File: config.mk
export PLATFORM = sky130hd
export DESIGN_NAME = fblm_cfg
export DESIGN_NICKNAME = d
export VERILOG_FILES = /design/src/rtl/core/fixed_block_free_list_manager_defines.svh /design/src/rtl/core/fblm_pkg.sv /design/src/rtl/core/fblm_cfg.sv
export SDC_FILE = /design/constraint.sdc
export NUM_CORES = 1
export LEC_CHECK = 0
export BUFFER_PORTS_ARGS = -buffer_cell sky130_fd_sc_hd__buf_2
export CORE_UTILIZATION = 30
export CTS_BUF_LIST = sky130_fd_sc_hd__clkbuf_8
export DETAILED_ROUTE_END_ITERATION = 6
export MAX_ROUTING_LAYER = met4
export PLACE_DENSITY = 0.6
export RECOVER_POWER = 50
export REMOVE_ABC_BUFFERS = 1
export SLEW_MARGIN = 10
export SYNTH_ARGS = -nofsm -noshare
export SYNTH_HDL_FRONTEND = slang
export SYNTH_SLANG_ARGS = --single-unit
File: constraint.sdc
create_clock -name i_clk -period 2 [get_ports i_clk]
set_input_delay 0.4 -clock i_clk [delete_from_list [all_inputs] [get_ports i_clk]]
set_output_delay 0.4 -clock i_clk [all_outputs]
set_load 0.02 [all_outputs]
File: src/rtl/core/fixed_block_free_list_manager_defines.svh
// Assertion macros for the free list manager.
`ifndef FIXED_BLOCK_FREE_LIST_MANAGER_DEFINES_SVH
`define FIXED_BLOCK_FREE_LIST_MANAGER_DEFINES_SVH

`ifndef SYNTHESIS
`define FBLM_ASSERT(lbl, prop, msg) \
    lbl: assert property (@(posedge i_clk) disable iff (!i_rst_n) prop) else $error(msg);
`define FBLM_ASSERT_RST(lbl, prop, msg) \
    lbl: assert property (@(posedge i_clk) prop) else $error(msg);
`else
`define FBLM_ASSERT(lbl, prop, msg)
`define FBLM_ASSERT_RST(lbl, prop, msg)
`endif

`endif

File: src/rtl/core/fblm_pkg.sv
// Shared types and codes for the free list manager.
package fblm_pkg;

    localparam int OP_W    = 2;
    localparam int SIZE_W  = 16;
    localparam int CELL_W  = 10;
    localparam int STAT_W  = 2;
    localparam int LIVE_W  = 11;
    localparam int BYTES_W = 32;
    localparam int OBJ_W   = 13;
    localparam int CCNT_W  = 11;
    localparam int CFG_DW  = 13;
    localparam int CFG_IW  = 1;

    localparam logic [OP_W-1:0] OP_ALLOC = 2'd0;
    localparam logic [OP_W-1:0] OP_FREE  = 2'd1;
    localparam logic [OP_W-1:0] OP_INIT  = 2'd2;

    localparam logic [STAT_W-1:0] ST_OK    = 2'd0;
    localparam logic [STAT_W-1:0] ST_EMPTY = 2'd1;
    localparam logic [STAT_W-1:0] ST_BAD   = 2'd2;

    localparam logic [CFG_IW-1:0] REG_OBJECT_SIZE = 1'b0;
    localparam logic [CFG_IW-1:0] REG_CELL_COUNT  = 1'b1;

    localparam logic [OBJ_W-1:0]  OBJ_RST  = 13'd64;
    localparam logic [CCNT_W-1:0] CCNT_RST = 11'd1024;
    localparam logic [LIVE_W-1:0] LIVE_MAX = 11'd2047;

    typedef struct packed {
        logic [OBJ_W-1:0]  object_size;
        logic [CCNT_W-1:0] cell_count;
    } t_cfg;

endpackage

File: src/rtl/core/fblm_cfg.sv
// Configuration registers: object size and cell count.
module fblm_cfg (
    input  logic                       i_clk,
    input  logic                       i_rst_n,
    input  logic                       i_cfg_we,
    input  logic [fblm_pkg::CFG_IW-1:0] i_cfg_index,
    input  logic [fblm_pkg::CFG_DW-1:0] i_cfg_wdata,
    output fblm_pkg::t_cfg             o_cfg
);
    import fblm_pkg::*;

    t_cfg r_cfg;
    t_cfg n_cfg;

    always_comb begin
        n_cfg = r_cfg;
        if (i_cfg_we) begin
            unique case (i_cfg_index)
                REG_OBJECT_SIZE: n_cfg.object_size = i_cfg_wdata[OBJ_W-1:0];
                REG_CELL_COUNT:  n_cfg.cell_count  = i_cfg_wdata[CCNT_W-1:0];
                default:         n_cfg = r_cfg;
            endcase
        end
    end

    always_ff @(posedge i_clk) begin
        if (!i_rst_n) begin
            r_cfg.object_size <= OBJ_RST;
            r_cfg.cell_count  <= CCNT_RST;
        end else begin
            r_cfg <= n_cfg;
        end
    end

    assign o_cfg = r_cfg;
endmodule

==> results.env, run 1 <==
OUTCOME='completed'
COMB_POWER_SHARE_PCT=14.6
R2R_END='o_cfg[23]'
NETLIST-CELL-TYPE-COUNT=14
REGAREA_UM2=480
GRT_PASS1_WL_MM=3.08
DRC=0
AREA_DELTA_SYNTH_FINAL_PCT=24.0
CTSROOTBUFFERMASTER='clkbuf_8'
FINALMAXSLEWVIOLATIONS=0
FINALWORSTPATHREQUIREDPERIOD_PS=1340
GRT_USE_TOTAL_PCT=12.3
ARRIVAL_PS=1530
GR-USAGE-MET1_PCT=15.0
REGTOREGSETUPSLACK_PS=1390
DPL_WORST_SLACK_PS=684
GRT_MOST_USED_LAYER='met2'
EFFECTIVE_UTILIZATION_AT_FLOORPLAN_PCT=31.3
DIE_AREA_UM2=3390
TIMING.HOLD.WORST.CLASS='primary input to flop'
CTS_REPAIR_RESIZE_COUNT=0
IR_DROP_mV=0.204
CTS_TREE='built'
STDCELL_COUNT=176
DPL.CELL_COUNT=173
POSTROUTEANTENNANETS=0
DESIGN.FINAL.NETS=151
SYNTH.YOSYS.SEQ_AREA_SHARE_PCT=50.7
RELSLEWSLACK_PCT=45.8
POST_ROUTE_CELLS_DRIVE_ABOVE_1_SHARE_PCT=33.3
DIODES=0
SYN_AREA_UM2=948
WORST_HOLD_PATH.ENDPOINT='o_cfg[6]'
POWER_PER_CELL_AREA_nW_PER_UM2=781
ROUTED-VIA-COUNT=739
GR-TOTAL-OVERFLOW=0
SETUP_VIOL=0
FIRST_ITER_VIOLATIONS=45
WORSTSETUPENDPOINTTYPE='flop'
FINAL.PERIOD_UTILIZATION_PCT=67.1
CLOCK_LATENCY_PS=260
WIRELENGTH_MM=1.85
GRT_START_MAX_NET_PINS=38
DETAIL_ROUTE.FIRST_PASS.ITERATIONS=4
CTSHTREEMAXLEVEL=1
RR_WORST_DEPTH=2
COUNT_OF_MAX_CAP_CONSTRAINT_VIOLATIONS=0
SEQUENTIALPOWERSHARE_PCT=56.0
FIRST_GLOBAL_VIAS=743
LEAK_PWR_nW=0.559
LARGEST_REG_FLOPS=24
PORT_BUFFERS=40
CLK_PATH_BUF_DEPTH=2
CP_DATA_REQUIRED_TIME_PS=2190
P_SWITCHING_mW=0.230
CORE_UM2=3030
YS.WARNINGS.COUNT=0
DIE_HEIGHT_UM=58.2
FINALCLOCKSKEW_PS=0
RELATIVE_CONTRIBUTION_OF_THE_CLOCK_NETWORK_TO_TOTAL_POWER_PCT=29.4
FMAX_MHz=746
CP_MAX_FO=13
POSTSYNTHREGISTERBITS=24
NETLIST_TOP_CELLS_AREA='dfxtp_1 (51%), mux2i_1 (22%), nand2_1 (13%)'
SYNTH_TOP_CELL_AREA_SHARE_PCT=50.7
RSZ0062_AT_GRT='no'
CHIPWIDTH_UM=58.2
TIGHTESTPINTRANSITION_PS=810
REPORT.FINAL.HOLD_VIOL_COUNT=0
POST-ROUTE-WORST-SETUP-SLACK_PS=659
FILLERINSTANCES=315
CLKSINKCOUNT=24
HOLDBUFCOUNTCTS=0
CRITICALPATHCATEGORY='primary input to flop'
MET2_TRACK_UTILIZATION_FROM_GLOBAL_ROUTING_PCT=19.2
DETAILEDPLACEMENTHPWL_MM=1.30
SWITCHING_POWER_AS_A_SHARE_OF_TOTAL_POWER_PCT=25.0
NUM_IO_PINS=41
POST-CTS-SETUP-BUFFER-COUNT=0
WORST_SETUP_PATH_START_KIND='primary input'
CRIT_REG_REG_STARTPOINT='o_cfg[23]'
HOLD-PATH-CELL-COUNT=3
TOTALNEGATIVESETUPSLACK_PS=0
AVGSYNTHCELLAREA_UM2=9.88
ROUTEDWLPERCELL_UM=10.5
GLOBALPLACE.CONGESTION=0.679
GRT_USE_MET3_PCT=2.68
NUMBER_OF_ANTENNA_VIOLATIONS_AT_THE_FIRST_CHECK_IN_GLOBAL_ROUTING=0
TRITONCTS.NUM_BUFFERS=3
VIA_PER_INST=4.20
CLK_TRANSITION_REPORTED_PATHS_PS=80
CELL_INT_POWER_mW=0.689
ROW_COUNT=20
SYNTH_CELLS=96
HOLD_PATH_STARTPOINT='i_cfg_wdata[6]'
MULTIINPUTGATEAREA_UM2=393
POST-SYNTH-TOP-AREA-CELL='dfxtp_1'
-- synth_stat cells, drive strengths merged --
library cell and instances:
and2 1, buf 7, dfxtp 24, inv 2, mux2i 21, nand2 34
nand3 1, nand3b 1, nand4 1, nor2b 1, o211ai 2, o21ai 1
-- cells in the final DEF (no fill, tap or decap) --
master / n
nand3b_1: 1
inv_1: 2
buf_2: 39
and2_2: 1
nand4_1: 1
clkbuf_8: 3
clkbuf_1: 1
o21ai_0: 1
o211ai_1: 2
mux2i_1: 21
nor2b_2: 1
dfxtp_1: 24
nand2_1: 34
nand3_1: 1
-- kinds of logic after synthesis --
kind of cell | after synthesis | synth area share (%)
DFF | 24 | 50.7
muxes | 21 | 22.2
and+or+nand+nor | 39 | 17.7
buffers and inverters | 9 | 7.39
AOI/OAI and AO/OA | 3 | 2.11
-- final cells by class --
class                   instances  area share [%]
clock buffers                   3            3.51
inverters                       2           0.638
multi-input cells              63            33.4
flip-flops and latches         24            40.9
well taps                      44            4.68
repair buffers                 40            16.9
-- metrics by stage --
stage | util, % | hold WS [ps] | power (mW) | cell area (um^2)
floorplan | - | 489 | 0.602 | 886
global placement | 37.7 | 440 | 0.659 | 1140
detailed placement | 37.7 | 446 | 0.662 | 1140
CTS | 39.0 | 377 | 0.937 | 1180
global route | 38.8 | 384 | 0.971 | 1180
finish | 38.8 | 380 | 0.918 | 1180
-- worst max path at each step --
| stage | startpoint | end | slack (ps) | depth (start not counted) |
|---|---|---|---|---|
| floorplan | i_cfg_we | o_cfg[11] | 970 | 2 |
| global placement | i_cfg_we | o_cfg[21] | 740 | 3 |
| detailed placement | i_cfg_we | o_cfg[18] | 680 | 3 |
| CTS | o_cfg[18] | o_cfg[18] | 820 | 1 |
| global route | i_cfg_we | o_cfg[19] | 540 | 3 |
| finish | i_cfg_we | o_cfg[23] | 660 | 3 |
-- critical path, cell delays in order --
cell and delay, ps:
clkbuf_1 150, nor2b_2 710, mux2i_1 270
-- power by group through the flow --
stage | Combinational, mW | Clock (mW) | Sequential [mW]
floorplan | 0.0447 | 0 | 0.557
global placement | 0.134 | 0 | 0.525
detailed placement | 0.137 | 0 | 0.526
CTS | 0.137 | 0.286 | 0.514
global route | 0.147 | 0.307 | 0.518
finish | 0.134 | 0.270 | 0.514
-- routing by layer --
layer / wire length, um / vias up
met2: 882 / 23
met3: 81 / 2
met4: 12 / 0
li1: - / 386
met1: 873 / 328
met5: 0 / -
(Power assumes the default switching activity.)
==> run 2, diff against run 1 <==
Settings changed: PLACE_DENSITY 0.6 to 0.62.
Clock period 2 ns to 1.1 ns, I/O delays scaled along.
==> run 2 against run 1 <==
Net effect:
- design area is 3.6% higher
- critical endpoint is now o_cfg[5]
- sequential power is 82% higher
- global-route usage is 1.3 points lower
- count of clock-buffer cells in the layout rose by 1
- wire length shrank 1.9%
- critical path type is now flop to output pin
- clock power is 110% higher
- cell count up 2.3%
- first-iteration DRC count is 20% lower
- hold slack lost 170 ps
- register-to-register slack got worse by 880 ps
==> results.env, run 2 (synthesis results as in run 1) <==
CLOCK_LATENCY_PS=260  # about the same
RELSLEWSLACK_PCT=78.9  # +33 points
ROUTED-VIA-COUNT=758  # +2.6%
FINAL.PERIOD_UTILIZATION_PCT=89.7
WORSTSETUPENDPOINTTYPE='output pin'
PATH_DELAY_FAMILY='flip-flops'
LARGEST_REG_FLOPS=24  # unchanged
RSZ0062_AT_GRT='no'
NUMBER_OF_ANTENNA_VIOLATIONS_AT_THE_FIRST_CHECK_IN_GLOBAL_ROUTING=0  # unchanged
CTS_TREE='built'
STDCELL_COUNT=180  # +2.3%
DPL.CELL_COUNT=176  # +1.7%
FIRST_ITER_VIOLATIONS=36  # -20%
FINALWORSTPATHREQUIREDPERIOD_PS=986
DIE_AREA_UM2=3390  # unchanged
POST-ROUTE-WORST-SETUP-SLACK_PS=114  # -545 ps
OUTCOME='completed'
ARRIVAL_PS=770  # -760 ps
TIGHTESTPINTRANSITION_PS=316  # -494 ps
DETAIL_ROUTE.FIRST_PASS.ITERATIONS=4  # unchanged
NUM_IO_PINS=41  # unchanged
CRITPATHSLOWESTCELL='dfxtp_1'
FIN_HOLD_WS_PS=208  # -173 ps
POSTROUTEANTENNANETS=0  # unchanged
MOSTFREQUENTLAYOUTCELLS='buf_2 (39), nand2_1 (34), dfxtp_1 (24)'
DETAILEDPLACEMENTHPWL_MM=1.36  # +4.6%
DPL_WORST_SLACK_PS=75.8  # -608 ps
EFFECTIVE_UTILIZATION_AT_FLOORPLAN_PCT=31.3  # unchanged
CLKSINKCOUNT=24  # unchanged
GLOBALPLACE.CONGESTION=0.716  # +5.4%
CORE_UM2=3030  # unchanged
DESIGN.FINAL.NETS=154  # +2.0%
GR-TOTAL-OVERFLOW=0  # unchanged
GRT_START_MAX_NET_PINS=38  # unchanged
CP_CELL_SEQUENCE='buf_2'
FIRST_GLOBAL_VIAS=675  # -9.2%
CLK_PATH_BUF_DEPTH=2  # unchanged
GRT_USE_TOTAL_PCT=11.0  # -1.3 points
POWER_PER_CELL_AREA_nW_PER_UM2=1450  # +85%
FINALCLOCKSKEW_PS=0  # unchanged
CRIT_PATH_MAX_INCR_DELAY_PS=350  # -360 ps
FMAX_MHz=1010
CP_MAX_FO=2  # -11
FIN_AREA_UM2=1220  # +3.6%
PORT_BUFFERS=40  # unchanged
DRC=0  # unchanged
CP_DATA_REQUIRED_TIME_PS=880  # -1310 ps
CHIPWIDTH_UM=58.2  # unchanged
CTSHTREEMAXLEVEL=1  # unchanged
TRITONCTS.NUM_BUFFERS=3  # unchanged
HOLDBUFCOUNTCTS=0  # unchanged
REPORT.FINAL.HOLD_VIOL_COUNT=0  # unchanged
SETUP_VIOL=0  # unchanged
FINALMAXSLEWVIOLATIONS=0  # unchanged
TOTALNEGATIVESETUPSLACK_PS=0  # unchanged
CLK_TRANSITION_REPORTED_PATHS_PS=80  # about the same
CTS_REPAIR_RESIZE_COUNT=0  # unchanged
VIA_PER_INST=4.21  # +0.29%
POST-CTS-SETUP-BUFFER-COUNT=0  # unchanged
WORST_PATH_BUF_INV=1  # unchanged
POST_ROUTE_CELLS_DRIVE_ABOVE_1_SHARE_PCT=33.8  # +0.49 points
ROW_COUNT=20  # unchanged
ROUTEDWLPERCELL_UM=10.1  # -4.1%
GRT_PASS1_WL_MM=2.79  # -9.4%
TIMING.HOLD.WORST.CLASS='primary input to flop'
AREA_DELTA_SYNTH_FINAL_PCT=28.5
DIE_HEIGHT_UM=58.2  # unchanged
CTSROOTBUFFERMASTER='clkbuf_8'
COUNT_OF_MAX_CAP_CONSTRAINT_VIOLATIONS=0  # unchanged
WIRELENGTH_MM=1.81  # -1.9%
LEAK_PWR_nW=0.581  # +3.9%
DIODES=0  # unchanged
PLACED_CELL_AREA_UM2=1180  # +3.1%
CRITICALPATHCATEGORY='flop to output pin'
WORST_SETUP_PATH_START_KIND='flop'
LAYOUT.CELLS.MOST_COMMON='buf_2'
IR_DROP_mV=0.399  # +95%
run 2: cell types whose count changed in the layout (fill, tap and decap cells not counted), sizes merged:
| cell | before | now |
|---|---|---|
| clkbuf | 4 | 6 |
| buf | 39 | 41 |
run 2: where the power goes:
group | internal [mW] | switching (mW)
logic | 0.103 | 0.153
registers | 0.914 | 0.0204
clock network | 0.318 | 0.253
total | 1.34 | 0.426
run 2: per-stage QoR:
| stage | power, mW | utilization (%) |
|---|---|---|
| floorplan | 1.09 | - |
| global placement | 1.21 | 38.8 |
| detailed placement | 1.22 | 38.8 |
| CTS | 1.79 | 40.7 |
| global route | 1.85 | 40.2 |
| finish | 1.76 | 40.2 |
run 2: layout make-up:
cell class,instances,area [um^2]
clock buffers,4,55.1
flip-flops and latches,24,480
inverters,2,7.51
fillers,320,1810
multi-input cells,63,390
well taps,44,55.1
repair buffers,43,230
run 2: layer usage:
| layer | share of wire (%) | routed length [um] | GRT usage (%) |
|---|---|---|---|
| met5 | 0 | 0 | - |
| met4 | 0 | 0 | 4.08 |
| met1 | 47 | 859 | 14.0 |
| met3 | 5.5 | 99 | 2.90 |
| met2 | 47 | 854 | 16.9 |
run 2: worst paths after layout:
check                                      from         to  slack (ps)  depth (start not counted)
worst min-delay path            i_cfg_wdata[11]  o_cfg[22]         210                          3
worst max-delay path                   o_cfg[5]   o_cfg[5]         110                          1
worst max register to register         o_cfg[6]   o_cfg[6]         510                          2
worst min register to register        o_cfg[21]  o_cfg[21]         460                          2
